**src/design/rott_pkg.sv**
```systemverilog
// Shared types, codes and defaults for the recency ordered timeout table.
`default_nettype none
package rott_pkg;

  localparam int CAPACITY_DEF = 16;
  localparam int KEY_BITS_DEF = 32;
  localparam int SWEEP_LIMIT  = 16;
  localparam int RM_W         = $clog2(SWEEP_LIMIT + 1);

  // request codes
  localparam logic [2:0] FN_INSERT = 3'd0;
  localparam logic [2:0] FN_FIND   = 3'd1;
  localparam logic [2:0] FN_BUMP   = 3'd2;
  localparam logic [2:0] FN_DELETE = 3'd3;
  localparam logic [2:0] FN_SWEEP  = 3'd4;

  // result status codes
  localparam logic [1:0] ST_OK       = 2'd0;
  localparam logic [1:0] ST_NOTFOUND = 2'd1;
  localparam logic [1:0] ST_FULL     = 2'd2;

  // configuration register indexes
  localparam logic REG_TIMEOUT = 1'b0;
  localparam logic REG_REPORT  = 1'b1;

  localparam logic [31:0] TIMEOUT_RST = 32'd60;
  localparam logic        REPORT_RST  = 1'b1;

  typedef enum logic [2:0] {
    OP_NONE,
    OP_PUSH,
    OP_BUMP,
    OP_DEL,
    OP_POP
  } op_e;

  typedef enum logic [2:0] {
    RK_PLAIN,
    RK_FULL,
    RK_NOTFOUND,
    RK_HIT,
    RK_XKEY,
    RK_COUNT
  } rkind_e;

  typedef struct packed {
    logic   load;
    logic   find;
    op_e    op;
    logic   sweep_rd;
    logic   emit;
    rkind_e kind;
  } cmd_t;

  typedef struct packed {
    logic [2:0] func;
    logic       hit;
    logic       full;
    logic       cnt_zero;
    logic       at_limit;
    logic       expire;
    logic       report;
    logic       out_free;
  } sts_t;

  typedef struct packed {
    logic [1:0]  status;
    logic        found;
    logic [31:0] stamp;
    logic        xvalid;
    logic [31:0] xkey;
    logic [4:0]  xcount;
    logic [4:0]  occ;
    logic        last;
  } res_t;

endpackage
`default_nettype wire

```
**src/design/rott_ctrl.sv**
```systemverilog
// Request sequencer: accepts a word, steps through lookup, update and sweep.
`default_nettype none
module rott_ctrl (
  input  wire            clk_i,
  input  wire            rst_ni,
  input  wire            in_valid_i,
  output logic           in_ready_o,
  input  rott_pkg::sts_t sts_i,
  output rott_pkg::cmd_t cmd_o
);
  import rott_pkg::*;

  localparam logic [1:0] S_IDLE  = 2'd0;
  localparam logic [1:0] S_FIND  = 2'd1;
  localparam logic [1:0] S_EXEC  = 2'd2;
  localparam logic [1:0] S_SWEEP = 2'd3;

  logic [1:0] state_q, state_d;

  always_comb begin
    state_d      = state_q;
    in_ready_o   = 1'b0;
    cmd_o        = '0;
    cmd_o.op     = OP_NONE;
    cmd_o.kind   = RK_PLAIN;
    case (state_q)
      S_IDLE: begin
        in_ready_o = 1'b1;
        if (in_valid_i) begin
          cmd_o.load = 1'b1;
          state_d    = S_FIND;
        end
      end
      S_FIND: begin
        cmd_o.find = 1'b1;
        state_d    = S_EXEC;
      end
      S_EXEC: begin
        if (sts_i.func == FN_SWEEP) begin
          state_d = S_SWEEP;
        end else if (sts_i.out_free) begin
          cmd_o.emit = 1'b1;
          state_d    = S_IDLE;
          case (sts_i.func)
            FN_INSERT: begin
              if (sts_i.full) begin
                cmd_o.kind = RK_FULL;
              end else begin
                cmd_o.op = OP_PUSH;
              end
            end
            FN_FIND, FN_BUMP, FN_DELETE: begin
              if (!sts_i.hit) begin
                cmd_o.kind = RK_NOTFOUND;
              end else begin
                cmd_o.kind = RK_HIT;
                if (sts_i.func == FN_BUMP) cmd_o.op = OP_BUMP;
                else if (sts_i.func == FN_DELETE) cmd_o.op = OP_DEL;
              end
            end
            default: cmd_o.kind = RK_PLAIN;
          endcase
        end
      end
      S_SWEEP: begin
        cmd_o.sweep_rd = 1'b1;
        if (!sts_i.cnt_zero && !sts_i.at_limit && sts_i.expire) begin
          // oldest entry has aged out
          if (!sts_i.report) begin
            cmd_o.op = OP_POP;
          end else if (sts_i.out_free) begin
            cmd_o.op   = OP_POP;
            cmd_o.emit = 1'b1;
            cmd_o.kind = RK_XKEY;
          end
        end else if (sts_i.out_free) begin
          cmd_o.emit = 1'b1;
          cmd_o.kind = RK_COUNT;
          state_d    = S_IDLE;
        end
      end
      default: state_d = S_IDLE;
    endcase
  end

  always_ff @(posedge clk_i or negedge rst_ni) begin
    if (!rst_ni) begin
      state_q <= S_IDLE;
    end else begin
      state_q <= state_d;
    end
  end

  // a load only ever starts from idle and is followed by the lookup step
  a_load_then_find: assert property (@(posedge clk_i) disable iff (!rst_ni)
    cmd_o.load |=> (state_q == S_FIND))
    else $error("load not followed by lookup");

  a_pop_only_in_sweep: assert property (@(posedge clk_i) disable iff (!rst_ni)
    (cmd_o.op == OP_POP) |-> (state_q == S_SWEEP))
    else $error("pop outside sweep");

  a_ready_only_idle: assert property (@(posedge clk_i) disable iff (!rst_ni)
    in_ready_o |-> (state_q == S_IDLE))
    else $error("ready outside idle");

endmodule
`default_nettype wire

```
**src/design/rott_dp.sv**
```systemverilog
// Datapath: recency-ordered cell row, lookup, expiry compare and result register.
`default_nettype none
module rott_dp #(
  parameter int CAPACITY = rott_pkg::CAPACITY_DEF,
  parameter int KEY_BITS = rott_pkg::KEY_BITS_DEF
) (
  input  wire            clk_i,
  input  wire            rst_ni,
  input  wire  [2:0]     func_i,
  input  wire  [31:0]    key_i,
  input  wire  [31:0]    now_i,
  input  wire            cfg_we_i,
  input  wire            cfg_idx_i,
  input  wire  [31:0]    cfg_data_i,
  input  rott_pkg::cmd_t cmd_i,
  output rott_pkg::sts_t sts_o,
  output logic           out_valid_o,
  input  wire            out_ready_i,
  output rott_pkg::res_t res_o
);
  import rott_pkg::*;

  localparam int CW = $clog2(CAPACITY + 1);
  localparam int IW = (CAPACITY > 1) ? $clog2(CAPACITY) : 1;

  logic [KEY_BITS-1:0] ckey_q   [CAPACITY];
  logic [31:0]         cstamp_q [CAPACITY];

  logic [2:0]          func_q;
  logic [KEY_BITS-1:0] key_q;
  logic [31:0]         now_q;
  logic [CAPACITY-1:0] match_q;
  logic [IW-1:0]       pos_q, pos_d;
  logic                hit_q;
  logic [CW-1:0]       count_q, count_d;
  logic [RM_W-1:0]     removed_q, removed_d;
  logic [31:0]         tmo_q;
  logic                rep_q;
  logic                ov_q, ov_d;
  res_t                res_q, res_d;

  logic [KEY_BITS-1:0] key_in;
  logic [IW-1:0]       tail;
  logic [IW-1:0]       rd_addr;
  logic [KEY_BITS-1:0] rd_key;
  logic [31:0]         rd_stamp;
  logic [31:0]         tail_stamp;
  logic [63:0]         rd_key64;
  logic                out_free;

  assign key_in     = KEY_BITS'(64'(key_i));
  assign tail       = IW'(count_q - 1'b1);
  assign rd_addr    = cmd_i.sweep_rd ? tail : pos_q;
  assign rd_key     = ckey_q[rd_addr];
  assign rd_stamp   = cstamp_q[rd_addr];
  assign tail_stamp = cstamp_q[tail];
  assign rd_key64   = 64'(rd_key);
  assign out_free   = !ov_q || out_ready_i;

  // status must not depend on the command, so expiry reads the tail directly
  assign sts_o.func     = func_q;
  assign sts_o.hit      = hit_q;
  assign sts_o.full     = (count_q == CW'(CAPACITY));
  assign sts_o.cnt_zero = (count_q == '0);
  assign sts_o.at_limit = (removed_q == RM_W'(SWEEP_LIMIT));
  assign sts_o.expire   = ((now_q - tail_stamp) >= tmo_q);
  assign sts_o.report   = rep_q;
  assign sts_o.out_free = out_free;

  // first match from the newest end
  always_comb begin
    pos_d = '0;
    for (int i = CAPACITY - 1; i >= 0; i--) begin
      if (match_q[i]) pos_d = IW'(i);
    end
  end

  always_comb begin
    count_d   = count_q;
    removed_d = removed_q;
    case (cmd_i.op)
      OP_PUSH:        count_d = count_q + 1'b1;
      OP_DEL, OP_POP: count_d = count_q - 1'b1;
      default:        count_d = count_q;
    endcase
    if (cmd_i.op == OP_POP) removed_d = removed_q + 1'b1;
    if (cmd_i.load) removed_d = '0;
  end

  always_comb begin
    res_d        = '0;
    res_d.status = ST_OK;
    res_d.occ    = 5'(count_d);
    res_d.last   = 1'b1;
    case (cmd_i.kind)
      RK_FULL:     res_d.status = ST_FULL;
      RK_NOTFOUND: res_d.status = ST_NOTFOUND;
      RK_HIT: begin
        res_d.found = 1'b1;
        res_d.stamp = rd_stamp;
      end
      RK_XKEY: begin
        res_d.xvalid = 1'b1;
        res_d.xkey   = rd_key64[31:0];
        res_d.last   = 1'b0;
      end
      RK_COUNT: res_d.xcount = 5'(removed_q);
      default:  res_d.status = ST_OK;
    endcase
    ov_d = ov_q;
    if (cmd_i.emit) ov_d = 1'b1;
    else if (out_ready_i) ov_d = 1'b0;
  end

  // cell row: cells shift from fixed neighbors; cell 0 takes pushed/bumped entries
  for (genvar i = 0; i < CAPACITY; i++) begin : g_cell
    always_ff @(posedge clk_i) begin
      if (i == 0) begin
        if (cmd_i.op == OP_PUSH) begin
          ckey_q[i]   <= key_q;
          cstamp_q[i] <= now_q;
        end else if (cmd_i.op == OP_BUMP) begin
          ckey_q[i]   <= rd_key;
          cstamp_q[i] <= now_q;
        end
      end
      if (i > 0) begin
        if (cmd_i.op == OP_PUSH ||
            (cmd_i.op == OP_BUMP && IW'(i) <= pos_q)) begin
          ckey_q[i]   <= ckey_q[(i > 0) ? i - 1 : 0];
          cstamp_q[i] <= cstamp_q[(i > 0) ? i - 1 : 0];
        end
      end
      if (i < CAPACITY - 1) begin
        if (cmd_i.op == OP_DEL && IW'(i) >= pos_q) begin
          ckey_q[i]   <= ckey_q[(i < CAPACITY - 1) ? i + 1 : i];
          cstamp_q[i] <= cstamp_q[(i < CAPACITY - 1) ? i + 1 : i];
        end
      end
    end

    always_ff @(posedge clk_i) begin
      if (cmd_i.load) begin
        match_q[i] <= (CW'(i) < count_q) && (ckey_q[i] == key_in);
      end
    end
  end

  always_ff @(posedge clk_i) begin
    if (cmd_i.load) begin
      func_q <= func_i;
      key_q  <= key_in;
      now_q  <= now_i;
    end
    if (cmd_i.find) begin
      pos_q <= pos_d;
      hit_q <= |match_q;
    end
    if (cmd_i.emit) res_q <= res_d;
  end

  always_ff @(posedge clk_i or negedge rst_ni) begin
    if (!rst_ni) begin
      count_q   <= '0;
      removed_q <= '0;
      tmo_q     <= TIMEOUT_RST;
      rep_q     <= REPORT_RST;
      ov_q      <= 1'b0;
    end else begin
      count_q   <= count_d;
      removed_q <= removed_d;
      ov_q      <= ov_d;
      if (cfg_we_i) begin
        case (cfg_idx_i)
          REG_TIMEOUT: tmo_q <= cfg_data_i;
          REG_REPORT:  rep_q <= cfg_data_i[0];
          default:     rep_q <= rep_q;
        endcase
      end
    end
  end

  assign out_valid_o = ov_q;
  assign res_o       = res_q;

  a_count_bound: assert property (@(posedge clk_i) disable iff (!rst_ni)
    count_q <= CW'(CAPACITY))
    else $error("occupancy beyond capacity");

  a_emit_needs_room: assert property (@(posedge clk_i) disable iff (!rst_ni)
    cmd_i.emit |-> out_free)
    else $error("result written over a pending word");

  a_pop_nonempty: assert property (@(posedge clk_i) disable iff (!rst_ni)
    (cmd_i.op == OP_POP || cmd_i.op == OP_DEL) |-> (count_q != '0))
    else $error("removal from empty table");

  a_sweep_bound: assert property (@(posedge clk_i) disable iff (!rst_ni)
    removed_q <= RM_W'(SWEEP_LIMIT))
    else $error("sweep removed too many");

endmodule
`default_nettype wire

```
**src/design/recency_ordered_timeout_table_top.sv**
```systemverilog
// Result word: lookup step, then execute step writes the out reg.
// A new request waits until the last result is issued; a sweep pops expired entries one by one.
// A stalled result output holds the sequencer for as long as the stall lasts.
// Reset (async, active low) empties the table and restores timeout 60, reporting on.
// Table contents need no clearing pass; entries past the occupancy are never read.
`default_nettype none
module recency_ordered_timeout_table_top #(
  parameter int CAPACITY = rott_pkg::CAPACITY_DEF,
  parameter int KEY_BITS = rott_pkg::KEY_BITS_DEF
) (
  input  wire         clk_i,
  input  wire         rst_ni,
  input  wire         s_axis_tvalid,
  output logic        s_axis_tready,
  input  wire  [63:0] s_axis_tdata,   // key[31:0], now_seconds[63:32]
  input  wire  [2:0]  s_axis_tuser,   // func[2:0]
  output logic        m_axis_tvalid,
  input  wire         m_axis_tready,
  output logic [79:0] m_axis_tdata,   // found[0], stamp[32:1], expired_key[64:33],
                                      // expired_count[69:65], occupancy[74:70], zero pad
  output logic [2:0]  m_axis_tuser,   // status[1:0], expired_valid[2]
  output logic        m_axis_tlast,
  input  wire         cfg_we_i,
  input  wire         cfg_idx_i,
  input  wire  [31:0] cfg_data_i
);
  import rott_pkg::*;

  cmd_t cmd;
  sts_t sts;
  res_t res;

  rott_ctrl u_ctrl (
    .clk_i      (clk_i),
    .rst_ni     (rst_ni),
    .in_valid_i (s_axis_tvalid),
    .in_ready_o (s_axis_tready),
    .sts_i      (sts),
    .cmd_o      (cmd)
  );

  rott_dp #(
    .CAPACITY (CAPACITY),
    .KEY_BITS (KEY_BITS)
  ) u_dp (
    .clk_i       (clk_i),
    .rst_ni      (rst_ni),
    .func_i      (s_axis_tuser),
    .key_i       (s_axis_tdata[31:0]),
    .now_i       (s_axis_tdata[63:32]),
    .cfg_we_i    (cfg_we_i),
    .cfg_idx_i   (cfg_idx_i),
    .cfg_data_i  (cfg_data_i),
    .cmd_i       (cmd),
    .sts_o       (sts),
    .out_valid_o (m_axis_tvalid),
    .out_ready_i (m_axis_tready),
    .res_o       (res)
  );

  assign m_axis_tdata = {5'd0, res.occ, res.xcount, res.xkey, res.stamp, res.found};
  assign m_axis_tuser = {res.xvalid, res.status};
  assign m_axis_tlast = res.last;

endmodule
`default_nettype wire

```
**config.mk**
```make
export PLATFORM = sky130hd
export DESIGN_NAME = recency_ordered_timeout_table_top
export DESIGN_NICKNAME = d
export VERILOG_FILES = /design/src/design/rott_pkg.sv /design/src/design/rott_ctrl.sv /design/src/design/rott_dp.sv /design/src/design/recency_ordered_timeout_table_top.sv
export SDC_FILE = /design/constraint.sdc
export NUM_CORES = 2
export LEC_CHECK = 0
export BUFFER_PORTS_ARGS = -buffer_cell sky130_fd_sc_hd__clkbuf_2
export CORE_MARGIN = 3
export CORE_UTILIZATION = 59
export CTS_CLUSTER_DIAMETER = 50
export DETAILED_ROUTE_END_ITERATION = 7
export PLACE_DENSITY = 0.75
export RECOVER_POWER = 50
export SYNTH_ARGS = -nofsm -noshare
export SYNTH_HDL_FRONTEND = slang
export SYNTH_SLANG_ARGS = --single-unit
```
**constraint.sdc**
```tcl
create_clock -name clk_i -period 11.1 [get_ports clk_i]
set_input_delay 0.555 -clock clk_i [delete_from_list [all_inputs] [get_ports clk_i]]
set_output_delay 0.555 -clock clk_i [all_outputs]
set_load 0.01 [all_outputs]
```
; ---- Word-level counts from Yosys, hierarchy flattened
; Memories as Yosys holds them, arrays and structs flattened.
; Cells that the tools add are included.
[classes]
addsub = 4
n_mul = 0
div_mod_pow = 0
order_cmp = 47
eq_ne = 36
n_shift = 0
n_mux = 153
n_bitwise = 33
reduce_logical = 81
[op_table]
columns = operator, n
row1 = $mux W32, 32
row2 = $eq A32 B32 Y1, 16
row3 = $mux W1, 77
row4 = $mux W33, 2
row5 = $mux W4, 15
row6 = $logic_and A1 B1 Y1, 48
row7 = $lt A4 B5 Y1 const A, 8
row8 = $ge A32 B32 Y1, 1
row9 = $le A4 B4 Y1 const A, 8
row10 = $or A1 B1 Y1, 32
row11 = $sub A32 B32 Y32, 1
row12 = $mux W3, 10
row13 = $ge A4 B4 Y1 const A, 7
row14 = $lt A3 B5 Y1 const A, 4
row15 = $eq A3 B2 Y1 const B, 6
row16 = $pmux W3 S2, 3
row17 = $ge A3 B4 Y1 const A, 4
row18 = $le A3 B4 Y1 const A, 4
row19 = $logic_or A1 B1 Y1, 16
row20 = $mux W2, 8
row21 = $reduce_or A16 Y1, 1
row22 = $eq A3 B3 Y1 const B, 4
row23 = $add A5 B1 Y5 const B, 2
row24 = $eq A5 B5 Y1 const B, 2
row25 = 27 further kinds, 43
[word_totals]
ff_bits = 213
latchBits = 0
ram_bits = 1024
mem_bits_ro = 0
input_bits = 105
out_inout_bits = 86
wordCells = 394
mem_count = 2
[memory_table]
columns = name, words, width, rd, rd_ports_with_merged_regs, write_ports, line_no
row1 = u_dp.ckey_q, 16, 32, 17, 0, 16, rott_dp.sv:26  ; logic [KEY_BITS-1:0] ckey_q [CAPACITY];
row2 = u_dp.cstamp_q, 16, 32, 18, 0, 16, rott_dp.sv:27  ; logic [31:0] cstamp_q [CAPACITY];

; ---- Longest topological paths before layout
[logic_depth]
ltp_word = 15
depth_mapped = 28
depth_no_buf = 24

; ---- Modules after synthesis
; A second synthesis with hierarchy kept.
[hier_totals]
hier_cells = 5322
area_unflattened_um2 = 71325.9
[by_module_without_submodules]
columns = module, n_inst, cells_per_inst, area_each_um2, seq_area_each_um2
row1 = rott_dp, 1, 5282, 71018.1, 36871.6
row2 = rott_ctrl, 1, 34, 266.5, 50.0
row3 = recency_ordered_timeout_table_top, 1, 6, 41.3, 0.0

; ---- Worst setup path before layout
; No wires, ideal clock.
[synth_timing]
kind = reg2reg
start = reg u_dp.count_q[0]
end = reg u_dp.res_q, in the netlist u_dp.res_o[0] (enable)
setup_time_ns = 1.226
t_arrival_ns = 8.049
required_ns = 9.874
path_slack_ns = 1.825
stages_incl_launch_ff = 25
path_buffers = 3
period_less_slack_ns = 9.275
path_cell_list = dfrtp_1 buf_2 inv_1 ha_1 clkbuf_1 clkbuf_1 mux4_2 mux4_2 inv_1 ha_1 a21o_1 a2111oi_0 o21ai_1 a31oi_1 o21ai_0 o41ai_1 xnor2_1 ha_1 nand4_1 nor3_1 nand3_1 o211ai_1 a21oi_2 o31ai_1 o21ai_0
[synth_rtl]
columns = item, line_no
row1 = from (decl), rott_dp.sv:35  ; logic [CW-1:0] count_q, count_d;
row2 = from (signal assigned), rott_dp.sv:170  ; count_q <= count_d;
row3 = to (signal assigned), rott_dp.sv:159  ; if (cmd_i.emit) res_q <= res_d;
row4 = to (decl), rott_dp.sv:40  ; res_t res_q, res_d;

; ---- Worst setup path in the final report
[layout_timing]
start = reg u_dp.count_q[0]
end = reg u_dp.res_q, in the netlist u_dp.res_o[57] (data pin)
[layout_via]
elab_chain_len = 8
[layout_rtl]
columns = item, line_no
row1 = $sub A5 B1 Y5, n/a
row2 = $mem_v2 Z16 W32, n/a
row3 = $sub A32 B32 Y32, rott_dp.sv:66  ; assign sts_o.expire = ((now_q - tail_stamp) >= tmo_q);
row4 = $ge A32 B32 Y1, rott_dp.sv:66
row5 = $logic_and A1 B1 Y1, rott_ctrl.sv:67  ; if (!sts_i.cnt_zero && !sts_i.at_limit && sts_i.expire) begin
row6 = $mux W4, rott_ctrl.sv:67
row7 = $pmux W4 S2, rott_ctrl.sv:26  ; case (state_q)
row8 = $eq A3 B2 Y1, rott_dp.sv:95  ; case (cmd_i.kind)
; Several ways; a longest one is shown, not always the timed one.
; A chain may end at the register's enable or synchronous reset.

==> flow_summary.json <==
{
  "outcome": "complete, but fails checks",
  "violations": "capacitance limit, slew limit",
  "cp-end-kind": "flip-flop",
  "grt_pass1_vias": 45870,
  "routed_wl_um": 233500,
  "wl_per_cell_um": 35.35,
  "start_util_pct": 59.80,
  "place_ws_ps": 1904,
  "min-delay-start": "cfg_data_i[24]",
  "p_per_area_mw_per_mm2": 288.6,
  "grt_pass1_wl_um": 334200,
  "worst_slack_ps": 1672,
  "ys_seq_area_share_pct": 52.01,
  "cts_tree": "built",
  "yosysTopAreaCellShare_pct": 50.38,
  "min_period_over_period_pct": 84.93,
  "maxSlewHeadroom_pct": -174.1,
  "die_h_um": 352.9,
  "whs_ps": 44.74,
  "yosys_register_bits": 1237,
  "cts_max_level": 4,
  "ys_top_cells_by_count": "1191 x edfxtp_1, 638 x mux2_2, 416 x mux4_2",
  "ir_drop_uv": 302.9,
  "numCtsBuffers": 148,
  "rr_worst_depth": 25,
  "whs_path_depth": 3,
  "vias": 47310,
  "grt_max_degree": 161,
  "synth-main-ff-cell": "edfxtp_1",
  "p_comb_share_pct": 46.6,
  "hp-class": "in2reg",
  "slew_violations": 1495,
  "synth_top_area_cell": "edfxtp_1",
  "worst_pin_slew_ps": 4111,
  "rsz0062_at_grt": "no",
  "antenna_left": 0,
  "layout-drive-gt1-share_pct": 29.31,
  "p_int_mw": 13.53,
  "final_area_mm2": 0.07823,
  "clk_pin_slew_ps": 60,
  "syn_avg_cell_area_um2": 15.03,
  "reg2reg_to": "u_dp.res_o[57]",
  "synthArstFlopShare_pct": 3.719,
  "synth_area_mm2": 0.07099,
  "globalRoute.totalOverflow": 0,
  "nNetsFinal": 5060,
  "crit_path_max_fanout": 57,
  "clock_latency_ps": 800,
  "ys_warn_count": 0,
  "rr_startpoint": "u_dp.count_q[0]",
  "cp.depth": 25,
  "drt_iter0_markers": 7263,
  "placed_cell_area_mm2": 0.07327,
  "port_buffers": 185,
  "core_area_mm2": 0.1187,
  "antenna_found_initial": 4,
  "swShare_pct": 40.07,
  "setup_tns_ps": 0,
  "n_fill_cell": 8450,
  "synth_cells": 4724,
  "min_to": "u_dp.tmo_q[24]",
  "power.share.clock_pct": 21.6,
  "p_leak_nw": 26.70,
  "fin_skew_ps": 39.37,
  "startpoint_type": "flip-flop",
  "arrival_ps": 10060,
  "die_x_um": 352.9,
  "ios": 191,
  "p_sw_mw": 9.047,
  "cp_top_family": "compound AO/OA/AOI/OAI gates",
  "yosys.cell_count.top_type": "edfxtp_1",
  "dr.pass1.iters": 6,
  "finalSetupViolCount": 0,
  "cpPeakStageDelay_ps": 960,
  "synth_edf_count": 1191,
  "synth_cell_types": 76,
  "clock_path_buffers": 3,
  "hold_viol": 0,
  "place_congestion": 0.9913,
  "die-area_mm2": 0.1245,
  "required_ps": 11730,
  "p_seq_share_pct": 31.8,
  "fmax_mhz": 106.1,
  "yosys-top-cells-area": "edfxtp_1 50%, mux4_2 13%, mux2_2 10%, mux2_1 4.6%, xnor2_1 3.7%",
  "slowest_stage": "ha_4",
  "num_rows": 126,
  "via_per_inst": 7.162,
  "period_minus_slack_ps": 9428,
  "synthToLayoutAreaGrowth_pct": 10.21,
  "detailed_place_hpwl_um": 151400,
  "crit_type": "reg2reg",
  "rrSetupSlack_ps": 1670,
  "cts_sinks": 1237,
  "cp_common_cell": "buf_4",
  "critPathBufInv": 5,
  "drcViolationCount": 0,
  "grt_use_total_pct": 37.08,
  "cts_root_buf": "clkbuf_16",
  "maxCapViolations": 55
}
[layer usage]
metal | up-vias | track usage [%] | share of wire, %
li1 | 18820 | - | -
met1 | 24220 | 48.95 | 36
met2 | 3576 | 57.41 | 47
met3 | 692 | 7.582 | 11
met4 | 2 | 21.68 | 7.0
met5 | - | 0 | 0.0051
[how the worst max path moves through the flow]
stage / start / end / slack [ps]
2_1_floorplan: u_dp.count_q[0] / u_dp.res_o[0] / 1820
3_3_place_gp: u_dp.count_q[0] / u_dp.res_o[59] / 2060
3_5_place_dp: u_dp.count_q[0] / u_dp.res_o[63] / 1900
4_1_cts: u_dp.count_q[0] / u_dp.res_o[63] / 1860
5_1_grt: u_dp.count_q[0] / u_dp.res_o[63] / 1370
6_report: u_dp.count_q[0] / u_dp.res_o[57] / 1670
[cells in the final DEF, fill, tap and decap left out, drive strengths merged, types with 41 or more instances in the layout]
| master | count |
|---|---|
| edfxtp | 1191 |
| mux2 | 928 |
| mux4 | 416 |
| clkbuf | 415 |
| xnor2 | 300 |
| nand2 | 284 |
| xor2 | 248 |
| o21ai | 101 |
| inv | 91 |
| a21oi | 90 |
| nand4 | 83 |
| nor4 | 80 |
| ha | 68 |
| nand3 | 67 |
| mux2i | 67 |
| buf | 59 |
| dlygate4sd3 | 55 |
| nor2 | 54 |
| clkinv | 53 |
| nor2b | 42 |
| dfrtp | 41 |
[cell families (layout without fill, tap and decap cells)]
group,count (synthesis),count (layout),synth area share (%)
AND/OR/NAND/NOR,700,700,4.934
adder cells (fa/ha/maj),69,69,1.227
flip-flops,1237,1237,52.01
AO/OA/AOI/OAI,344,344,3.282
multiplexers,1411,1411,28.90
XOR/XNOR,548,548,6.772
other,1,6,0.005283
buffers and inverters,414,691,2.868
[through the flow]
step	instances	utilization, %	power [mW]
2_1_floorplan	4728	-	14.24
3_3_place_gp	6281	61.72	17.41
3_5_place_dp	6281	61.72	17.58
4_1_cts	6605	66.27	22.49
5_1_grt	6605	65.90	23.47
6_report	6606	65.90	22.58
[final cells by class]
class / instances / area [µm²] / area share, %
Antenna cell: 1 / 2.502 / 0.003199
Clock buffer: 192 / 4096 / 5.236
Clock inverter: 77 / 749.5 / 0.9580
Inverter: 85 / 320.3 / 0.4094
Multi-Input combinational cell: 3077 / 32180 / 41.14
Sequential cell: 1237 / 36930 / 47.20
Tap cell: 1600 / 2002 / 2.559
Timing Repair Buffer: 337 / 1952 / 2.495
[power by group through the flow]
stage	Sequential [mW]	Clock (mW)	Combinational (mW)
2_1_floorplan	6.96	0	7.27
3_3_place_gp	7.15	0	10.3
3_5_place_dp	7.16	0	10.4
4_1_cts	7.08	4.91	10.5
5_1_grt	7.23	5.11	11.1
6_report	7.17	4.89	10.5
[flip-flops by register name, indices dropped and copies added, names as in the netlist, 4 cells and up]
name	flops
u_dp.tmo_q	32
u_dp.match_q	16
u_dp.res_o	79
u_dp.cstamp_q	512
u_dp.count_q	5
u_dp.removed_q	5
u_dp.key_q	32
u_dp.now_q	32
u_dp.pos_q	4
u_dp.ckey_q	512
[worst min-delay path: stages]
cell and delay, ps:
clkbuf_2 120, nand2_1 60, o21ai_0 60
[repair_timing]
action,4_1_cts,5_1_grt
setup buffers,0,0
setup endpoints to repair,0,0
hold endpoints to repair,95,0
hold buffers,55,0
gates resized for setup,0,0
(Power assumes the default switching activity.)
